<file path="src/rtl/core/tsbw_pkg.sv">
// Shared types, constants and helpers for the bilinear texture sampler.
// No dependencies; imported by every module in rtl/core.
package tsbw_pkg;

	localparam int STORE_DEPTH = 4096;
	localparam int ADDR_W      = 12;
	localparam int SIZE_W      = 7;
	localparam int CFG_IDX_W   = 3;
	localparam int CFG_DATA_W  = 7;
	localparam int NUM_TAPS    = 4;

	// Half a texel in Q.16
	localparam logic signed [40:0] HALF_Q16_W = 41'sd32768;
	localparam logic signed [23:0] HALF_Q16_N = 24'sd32768;
	localparam logic [24:0]        ROUND_Q16  = 25'd32768;
	localparam logic [8:0]         ONE_Q8     = 9'd256;
	localparam logic [7:0]         CHAN_FULL  = 8'hFF;

	// Command codes
	localparam logic CMD_WRITE  = 1'b0;
	localparam logic CMD_SAMPLE = 1'b1;

	// Wrap codes
	localparam logic WRAP_REPEAT = 1'b0;
	localparam logic WRAP_CLAMP  = 1'b1;

	// Filter codes
	localparam logic FILT_NEAREST  = 1'b0;
	localparam logic FILT_BILINEAR = 1'b1;

	// Configuration register indexes
	typedef enum logic [CFG_IDX_W-1:0] {
		REG_TEX_WIDTH  = 3'd0,
		REG_TEX_HEIGHT = 3'd1,
		REG_WRAP_S     = 3'd2,
		REG_WRAP_T     = 3'd3,
		REG_MIN_FILT   = 3'd4,
		REG_MAG_FILT   = 3'd5
	} cfg_reg_t;

	typedef logic [SIZE_W-1:0] size_t;
	typedef logic [ADDR_W-1:0] addr_t;
	typedef logic [31:0]       texel_t;
	typedef logic [16:0]       weight_t;

	// Stage load enables, one per register stage
	typedef struct packed {
		logic s1;
		logic s2;
		logic s3;
		logic s4;
		logic s5;
		logic s6;
	} pipe_en_t;

	// Texel write traveling with the pipeline
	typedef struct packed {
		logic   we;
		addr_t  idx;
		texel_t val;
	} store_wr_t;

	// Clamp-to-edge of a signed texel index
	function automatic size_t clamp_axis(input logic signed [25:0] i, input size_t size);
		size_t r;
		if (i < 26'sd0) begin
			r = '0;
		end else if (i >= $signed({19'd0, size})) begin
			r = size - 7'd1;
		end else begin
			r = i[SIZE_W-1:0];
		end
		return r;
	endfunction

	// Next texel under repeat wrapping
	function automatic size_t repeat_next(input size_t i, input size_t size);
		size_t r;
		r = i + 7'd1;
		if (r == size) begin
			r = '0;
		end
		return r;
	endfunction

endpackage

</file>
<file path="src/rtl/core/tsbw_coord.sv">
// Coordinate stages: scale by size, floor, wrap, weights and store addresses.
// Depends on tsbw_pkg.
module tsbw_coord (
	input  logic                   clk,
	input  tsbw_pkg::pipe_en_t     en,
	input  logic                   command,
	input  tsbw_pkg::addr_t        texel_index,
	input  tsbw_pkg::texel_t       texel_value,
	input  logic signed [31:0]     s_coord,
	input  logic signed [31:0]     t_coord,
	input  logic                   bilinear,
	input  logic                   empty,
	input  tsbw_pkg::size_t        w,
	input  tsbw_pkg::size_t        h,
	input  logic                   wrap_s,
	input  logic                   wrap_t,
	output logic                   cmd_s3,
	output tsbw_pkg::store_wr_t    wr_s3,
	output tsbw_pkg::addr_t        addr_s3 [tsbw_pkg::NUM_TAPS],
	output tsbw_pkg::weight_t      wgt_s3 [tsbw_pkg::NUM_TAPS],
	output logic                   empty_s3
);
	import tsbw_pkg::*;

	// stage 1 regs
	logic signed [39:0] sfull_s1, tfull_s1;
	logic [22:0]        sfrac_s1, tfrac_s1;
	logic               cmd_s1, bil_s1, empty_s1;
	addr_t              idx_s1, idx_s2;
	texel_t             val_s1, val_s2;
	// stage 2 regs
	size_t              x0_s2, x1_s2, y0_s2, y1_s2;
	logic [7:0]         ax_s2, ay_s2;
	logic               cmd_s2, empty_s2;

	logic signed [40:0] sp, tp;
	logic signed [23:0] sf, tf;
	logic signed [25:0] sx0, sx1, ty0, ty1;
	logic signed [7:0]  sr, tr;
	size_t              xr0, yr0;
	logic [8:0]         wx0, wy0;

	// stage 1: products of coordinate and size
	always_ff @(posedge clk) begin
		if (en.s1) begin
			sfull_s1 <= s_coord * $signed({1'b0, w});
			tfull_s1 <= t_coord * $signed({1'b0, h});
			sfrac_s1 <= s_coord[15:0] * w;
			tfrac_s1 <= t_coord[15:0] * h;
			cmd_s1   <= command;
			bil_s1   <= bilinear;
			empty_s1 <= empty;
			idx_s1   <= texel_index;
			val_s1   <= texel_value;
		end
	end

	// stage 2: half-texel shift, floor, wrap
	always_comb begin
		sp = $signed({sfull_s1[39], sfull_s1});
		tp = $signed({tfull_s1[39], tfull_s1});
		sf = $signed({1'b0, sfrac_s1});
		tf = $signed({1'b0, tfrac_s1});
		if (bil_s1) begin
			sp = sp - HALF_Q16_W;
			tp = tp - HALF_Q16_W;
			sf = sf - HALF_Q16_N;
			tf = tf - HALF_Q16_N;
		end
		sx0 = $signed({sp[40], sp[40:16]});
		ty0 = $signed({tp[40], tp[40:16]});
		sx1 = sx0 + 26'sd1;
		ty1 = ty0 + 26'sd1;
		// fraction part alone gives the index modulo size
		sr  = sf[23:16];
		tr  = tf[23:16];
		xr0 = (sr < 8'sd0) ? w - 7'd1 : sr[SIZE_W-1:0];
		yr0 = (tr < 8'sd0) ? h - 7'd1 : tr[SIZE_W-1:0];
	end

	always_ff @(posedge clk) begin
		if (en.s2) begin
			if (wrap_s == WRAP_CLAMP) begin
				x0_s2 <= clamp_axis(sx0, w);
				x1_s2 <= clamp_axis(sx1, w);
			end else begin
				x0_s2 <= xr0;
				x1_s2 <= repeat_next(xr0, w);
			end
			if (wrap_t == WRAP_CLAMP) begin
				y0_s2 <= clamp_axis(ty0, h);
				y1_s2 <= clamp_axis(ty1, h);
			end else begin
				y0_s2 <= yr0;
				y1_s2 <= repeat_next(yr0, h);
			end
			// nearest: all weight on the first tap
			ax_s2    <= bil_s1 ? sp[15:8] : 8'd0;
			ay_s2    <= bil_s1 ? tp[15:8] : 8'd0;
			cmd_s2   <= cmd_s1;
			empty_s2 <= empty_s1;
			idx_s2   <= idx_s1;
			val_s2   <= val_s1;
		end
	end

	// stage 3: row-major addresses and tap weights
	assign wx0 = ONE_Q8 - {1'b0, ax_s2};
	assign wy0 = ONE_Q8 - {1'b0, ay_s2};

	always_ff @(posedge clk) begin
		if (en.s3) begin
			addr_s3[0] <= ADDR_W'(y0_s2 * w + {7'd0, x0_s2});
			addr_s3[1] <= ADDR_W'(y0_s2 * w + {7'd0, x1_s2});
			addr_s3[2] <= ADDR_W'(y1_s2 * w + {7'd0, x0_s2});
			addr_s3[3] <= ADDR_W'(y1_s2 * w + {7'd0, x1_s2});
			wgt_s3[0]  <= {8'd0, wx0} * {8'd0, wy0};
			wgt_s3[1]  <= {9'd0, ax_s2} * {8'd0, wy0};
			wgt_s3[2]  <= {8'd0, wx0} * {9'd0, ay_s2};
			wgt_s3[3]  <= {9'd0, ax_s2} * {9'd0, ay_s2};
			cmd_s3     <= cmd_s2;
			empty_s3   <= empty_s2;
			wr_s3.we   <= (cmd_s2 == CMD_WRITE);
			wr_s3.idx  <= idx_s2;
			wr_s3.val  <= val_s2;
		end
	end

endmodule

</file>
<file path="config.mk">
export PLATFORM = sky130hd
export DESIGN_NAME = tsbw_coord
export DESIGN_NICKNAME = d
export VERILOG_FILES = /design/src/rtl/core/tsbw_pkg.sv /design/src/rtl/core/tsbw_coord.sv
export SDC_FILE = /design/constraint.sdc
export NUM_CORES = 2
export LEC_CHECK = 0
export ABC_CLOCK_PERIOD_IN_PS = 8300
export BUFFER_PORTS_ARGS = -buffer_cell sky130_fd_sc_hd__buf_2
export CAP_MARGIN = 20
export CELL_PAD_IN_SITES_DETAIL_PLACEMENT = 1
export CELL_PAD_IN_SITES_GLOBAL_PLACEMENT = 2
export CORE_MARGIN = 2
export CORE_UTILIZATION = 42
export CTS_CLUSTER_DIAMETER = 200
export DETAILED_ROUTE_END_ITERATION = 8
export PLACE_DENSITY_LB_ADDON = 0.1
export REMOVE_ABC_BUFFERS = 1
export SLEW_MARGIN = 20
export SYNTH_ARGS = -nofsm -noshare
export SYNTH_HDL_FRONTEND = slang
export SYNTH_SLANG_ARGS = --single-unit
</file>
<file path="constraint.sdc">
create_clock -name clk -period 8.3 [get_ports clk]
set_clock_uncertainty 0.05 [all_clocks]
set_input_delay 0.83 -clock clk [delete_from_list [all_inputs] [get_ports clk]]
set_output_delay 0.83 -clock clk [all_outputs]
set_load 0.02 [all_outputs]
</file>
== Word-level counts from Yosys, hierarchy flattened ==
Index checks and enable logic that the tools add are counted.

* Bits in registers: 425
* Bits of input ports: 134

* Magnitude comparators: 10
* $mul: 10
* Bitwise operators: 1
* Add/sub/neg operators: 16
* Equality and inequality tests: 2
* Mux-type cells: 20

{| class="wikitable"
|+ Operators by type and width
! cell !! number
|-
| $mux 7 || 16
|-
| $mux 41 || 2
|-
| $sub 40x17->41 const B || 2
|-
| $mul 32x8->40 || 2
|-
| $add 25x2->26 const B || 2
|-
| $ge 26x8->1 || 2
|-
| $lt 26x1->1 const B || 2
|-
| $ge 25x8->1 || 2
|-
| $lt 25x1->1 const B || 2
|-
| $add 12x7->12 || 4
|-
| $mux 24 || 2
|-
| $sub 23x16->24 const B || 2
|-
| $mul 16x7->23 || 2
|-
| $mul 7x7->12 || 2
|-
| $sub 9x8->9 const A || 2
|-
| $mul 8x9->17 || 1
|-
| $mul 9x8->17 || 1
|-
| $mul 9x9->17 || 1
|-
| $lt 8x1->1 const B || 2
|-
| $mul 8x8->16 || 1
|-
| $add 7x1->7 const B || 2
|-
| $eq 7x7->1 || 2
|-
| $sub 7x1->7 const B || 2
|-
| $not 1->1 || 1
|}

== Depth between registers and ports, before layout ==
* Depth in word-level cells: 8
* Depth in mapped cells: 26
* Gate-level depth less buffers: 25

== Least setup slack after synthesis ==
OpenSTA, ideal clock, no wires.

* Path type: input-to-reg
* From: input port w[3]
* To: register sfull_s1[39] (data pin)
* Data required time: 7989 ps
* Path buffers: 3
* Stages on the path: 22
* Arrival time: 7151 ps
* Path slack: 838 ps
* Cell sequence: clkbuf_1 > clkbuf_1 > clkbuf_1 > nand2_1 > inv_1 > fa_1 > fa_1 > inv_1 > fa_1 > inv_1 > fa_1 > ha_1 > and4_1 > nand2_1 > or3_1 > or3b_2 > and3_1 > or4_1 > a211o_1 > a211oi_1 > a311oi_1 > a311o_1

* Cells in the longest elaborated chain, start to end: 1

{| class="wikitable"
|+ Ends and longest elaborated chain
! element !! line !! source
|-
| start, declared || tsbw_coord.sv:13 || <nowiki>input tsbw_pkg::size_t w,</nowiki>
|-
| $mul 32x8->40 || tsbw_coord.sv:46 || <nowiki>sfull_s1 <= s_coord * $signed({1'b0, w});</nowiki>
|-
| end signal, assigned || tsbw_coord.sv:46 ||
|-
| end, declared || tsbw_coord.sv:26 || <nowiki>logic signed [39:0] sfull_s1, tfull_s1;</nowiki>
|}

No other way between the ends.
A chain may end at the register's enable or synchronous reset.

== Worst setup path in the final report ==
* From: input port w[2]
* To: register sfull_s1[39] (data pin)

Same word-level chain as after synthesis.

==> key figures <==
Logic synthesis
  – Mapped Area: a little under 0.05 sq mm
  – Most instantiated cells after synthesis: inv_1, fa_1, ha_1, and2_1, nand2_1
  – Syn Inst Count: 4932
  – Number of synthesized flops with an enable pin: 376
  – Yosys warnings: 0
  – Mean Syn Cell Area: between 9 and 10 sq um
  – Ys async rst share: 0%
  – Top cells by area, synth: fa_1, edfxtp_1, ha_1
  – Seq/Total Area, Yosys: 23.1%
  – Synth Flop Type: edfxtp_1
  – Post-synth top area cell: fa_1
  – Yosys top cell area share: between 20% and 30%
  – Count of cell types in the netlist: 94
  – Synth Register Bits: 376
  – Most common cell in the netlist: inv_1

Floorplanning
  – Die H: 345 um
  – Die area: 0.119 sq mm
  – Starting density of the core: 42.3%
  – I/O Pins: 297
  – Die W: 345 um
  – Row count: approximately 130
  – Core area: 0.116 sq mm

Clock tree
  – Hold-fix buffers, CTS: 0
  – Clock Tree Buf Depth: 3
  – Post-CTS Setup Bufs: 0
  – PostCTS Resize Cnt: 0
  – Root buffer cell: clkbuf_16
  – CTS tree: done
  – Worst skew pair latency: 610 ps
  – CTS Buf Count: 43
  – # clock sinks: 376
  – CTS clk-pin slew, worst paths: 60 ps
  – H-tree depth: 2

Setup path
  – Maximum fanout along the worst path: 16
  – Worst R2R End: wgt_s3[65]
  – RR Startpoint: ax_s2[3]
  – Startpoint types: input pin
  – R2r setup slk: 1550 ps
  – CP required: roughly 8600 ps
  – Worst Path Arrival: 7140 ps
  – Critical Path Source: w[2]
  – Worst Setup End Kind: flop
  – Reg2Reg Depth: 22
  – Type of the worst setup path: in2reg

STA
  – RSZ-0062 raised after global routing: false
  – Tcrit/Tclk final: 82.4%
  – Minimum clock period: 6840 ps
  – Fmax achieved: 0.146 GHz
  – Measured slew at the worst slew-check pin: ~1100 ps
  – Count of pins over their slew limit: 0
  – Setup TNS Final: 0 ps
  – Setup WS post-layout: 1460 ps
  – Hold Violations, Final: 0
  – Max_slew headroom: 27.4%
  – Endpoints failing setup: 0

Layout
  – Layout Nets: between 6000 and 7000
  – Layout area overhead: 9.44%
  – Share of cells above drive strength 1: 8.71%
  – Final Cell Area: 0.0536 sq mm

Run
  – Max-cap violations: 0

Routing
  – DRC: 0
  – Avg Vias per Cell: 5.07
  – Initial drt markers: 1381
  – Mean routed wirelength per cell: 18.9 um
  – Vias post-DR: 34100
  – TritonRoute pass-1 iters: 5
  – ANT nets after route: 0
  – Drt total wl: 128000 um

GRT
  – Total GRT Usage: 22.0%
  – Antenna violations before repair: 10
  – Largest net degree at the start of global routing: 83
  – Vias in the first global route: around 38000
  – GRT overflow: 0
  – First-pass GRT wire length: 211000 um

Pwr
  – Switch Pwr: 10.2 mW
  – Clk pwr share: roughly 9%
  – P_int: roughly 11 mW
  – Logic gate share of total power: a little over 70%
  – Maximum vdd drop: just under 300 uV
  – Seq pwr share: 19.2%
  – Power density cells: 396 mW/mm^2
  – Sw Ratio: 47.9%
  – Leak Pwr: around 26 nW

Placement
  – IO Port Bufs: 292
  – Routability cong.: 0.835
  – DPL Wire Length: 105000 um
  – DP Worst Slack: 873 ps
  – Placed Area: 0.0522 sq mm

Min path
  – WHS Endpoint: val_s1[6]
  – WHS Path Cells: 1
  – Hold Path Class: in2reg
  – Hold Startpoint: texel_value[6]

Run status
  – Status: finished clean
[through the flow]
stage | hold WS, ps | utilization, % | power [mW] | cells
final | 355 | 46.2 | 21.2 | 6730
after detailed placement | 356 | 45.0 | 19.6 | 6651
after global placement | 350 | 45.0 | 19.2 | 6651
after floorplan | 350 | - | 15.3 | 4794
after CTS | 314 | 46.2 | 21.7 | 6727
after global routing | 328 | 46.2 | 23.9 | 6727
[cells in the final DEF, fill, tap and decap left out, types with 7 or more instances in the layout]
cell type  count
inv_1       1049
fa_1         685
ha_1         496
and2_1       466
nand2_1      443
edfxtp_1     376
buf_2        289
xnor2_1      196
nor2_1       148
a21oi_1      128
o21ai_0       85
xor2_1        77
nor3_1        75
nand3_1       45
clkbuf_16     43
buf_4         42
a21o_1        41
or3_1         31
nor4_1        29
o21a_1        25
o21bai_1      24
nor2b_1       22
nand4_1       20
nand2b_1      20
and3_1        19
o31ai_1       19
mux2i_1       18
o22ai_1       18
a21boi_0      16
nor4b_1       15
or4_1         13
a211oi_1      12
a31oi_1       11
o211ai_1      10
clkbuf_1       9
mux2_2         8
nor3b_1        8
xnor2_2        7
or2_2          7
nand3b_1       7
[routing by layer]
metal / wire, um / part of all wire [%] / GRT usage (%)
met1: 58900 / 46 / 29.9
met2: 63100 / 49 / 38.8
met5: 60 / 0.047 / 0
met3: 3420 / 2.7 / 1.96
met4: 2040 / 1.6 / 3.85
[cell families (layout without fill, tap and decap cells)]
| family | after synthesis | count (layout) | synth area share (%) |
|---|---|---|---|
| xor+xnor | 281 | 281 | 5.03 |
| fa+ha+maj | 1181 | 1181 | 40.7 |
| simple gates | 1409 | 1409 | 15.1 |
| buf+inv | 1188 | 1459 | 9.18 |
| other cells | 1 | 4 | 0.00766 |
| compound gates | 470 | 470 | 6.36 |
| flops | 376 | 376 | 23.1 |
| mux | 26 | 26 | 0.552 |
[how the worst max path moves through the flow]
stage,end,slack [ps],cells after the start
final,sfull_s1[39],1460,21
after detailed placement,sfull_s1[39],870,21
after CTS,wgt_s3[65],1370,22
after global routing,wgt_s3[65],960,22
after floorplan,sfull_s1[39],1550,19
after global placement,sfull_s1[39],920,21
[registers in the layout (all words and copies together) (netlist names), 7 cells and up]
register	count
val_s2	32
wgt_s3	64
tfrac_s1	8
x1_s2	7
sfrac_s1	8
idx_s2	12
ay_s2	8
wr_s3	45
ax_s2	8
y0_s2	7
y1_s2	7
x0_s2	7
sfull_s1	32
idx_s1	12
tfull_s1	32
val_s1	32
addr_s3	48
[worst max-delay path, stage by stage]
cell,delay (ps)
buf_2,360
nand2_1,170
inv_1,110
fa_1,430
fa_1,560
inv_1,60
fa_1,540
inv_1,60
fa_1,470
ha_1,400
and4_1,310
nand2_1,70
or3_1,330
or3b_2,520
and3_1,210
or4_1,520
a211o_1,370
a211oi_1,210
buf_4,170
a311oi_1,90
a311o_1,330
[layout make-up]
type	count	area [sq um]
Timing Repair Buffer	333	1780
Inverter	1050	3940
Clock inverter	24	305
Antenna cell	3	7.51
Clock buffer	52	1110
Multi-Input combinational cell	3368	33200
Fill cell	13100	62300
Tap cell	1524	1910
Sequential cell	376	11300
[power groups by stage]
stage	logic, mW	registers (mW)	clock network (mW)
after global placement	15.1	4.09	0
after detailed placement	15.5	4.12	0
after floorplan	11.0	4.31	0
final	15.2	4.07	1.93
after CTS	15.6	4.08	2.00
after global routing	17.7	4.16	2.05
Power figures use the tool's default switching activity.
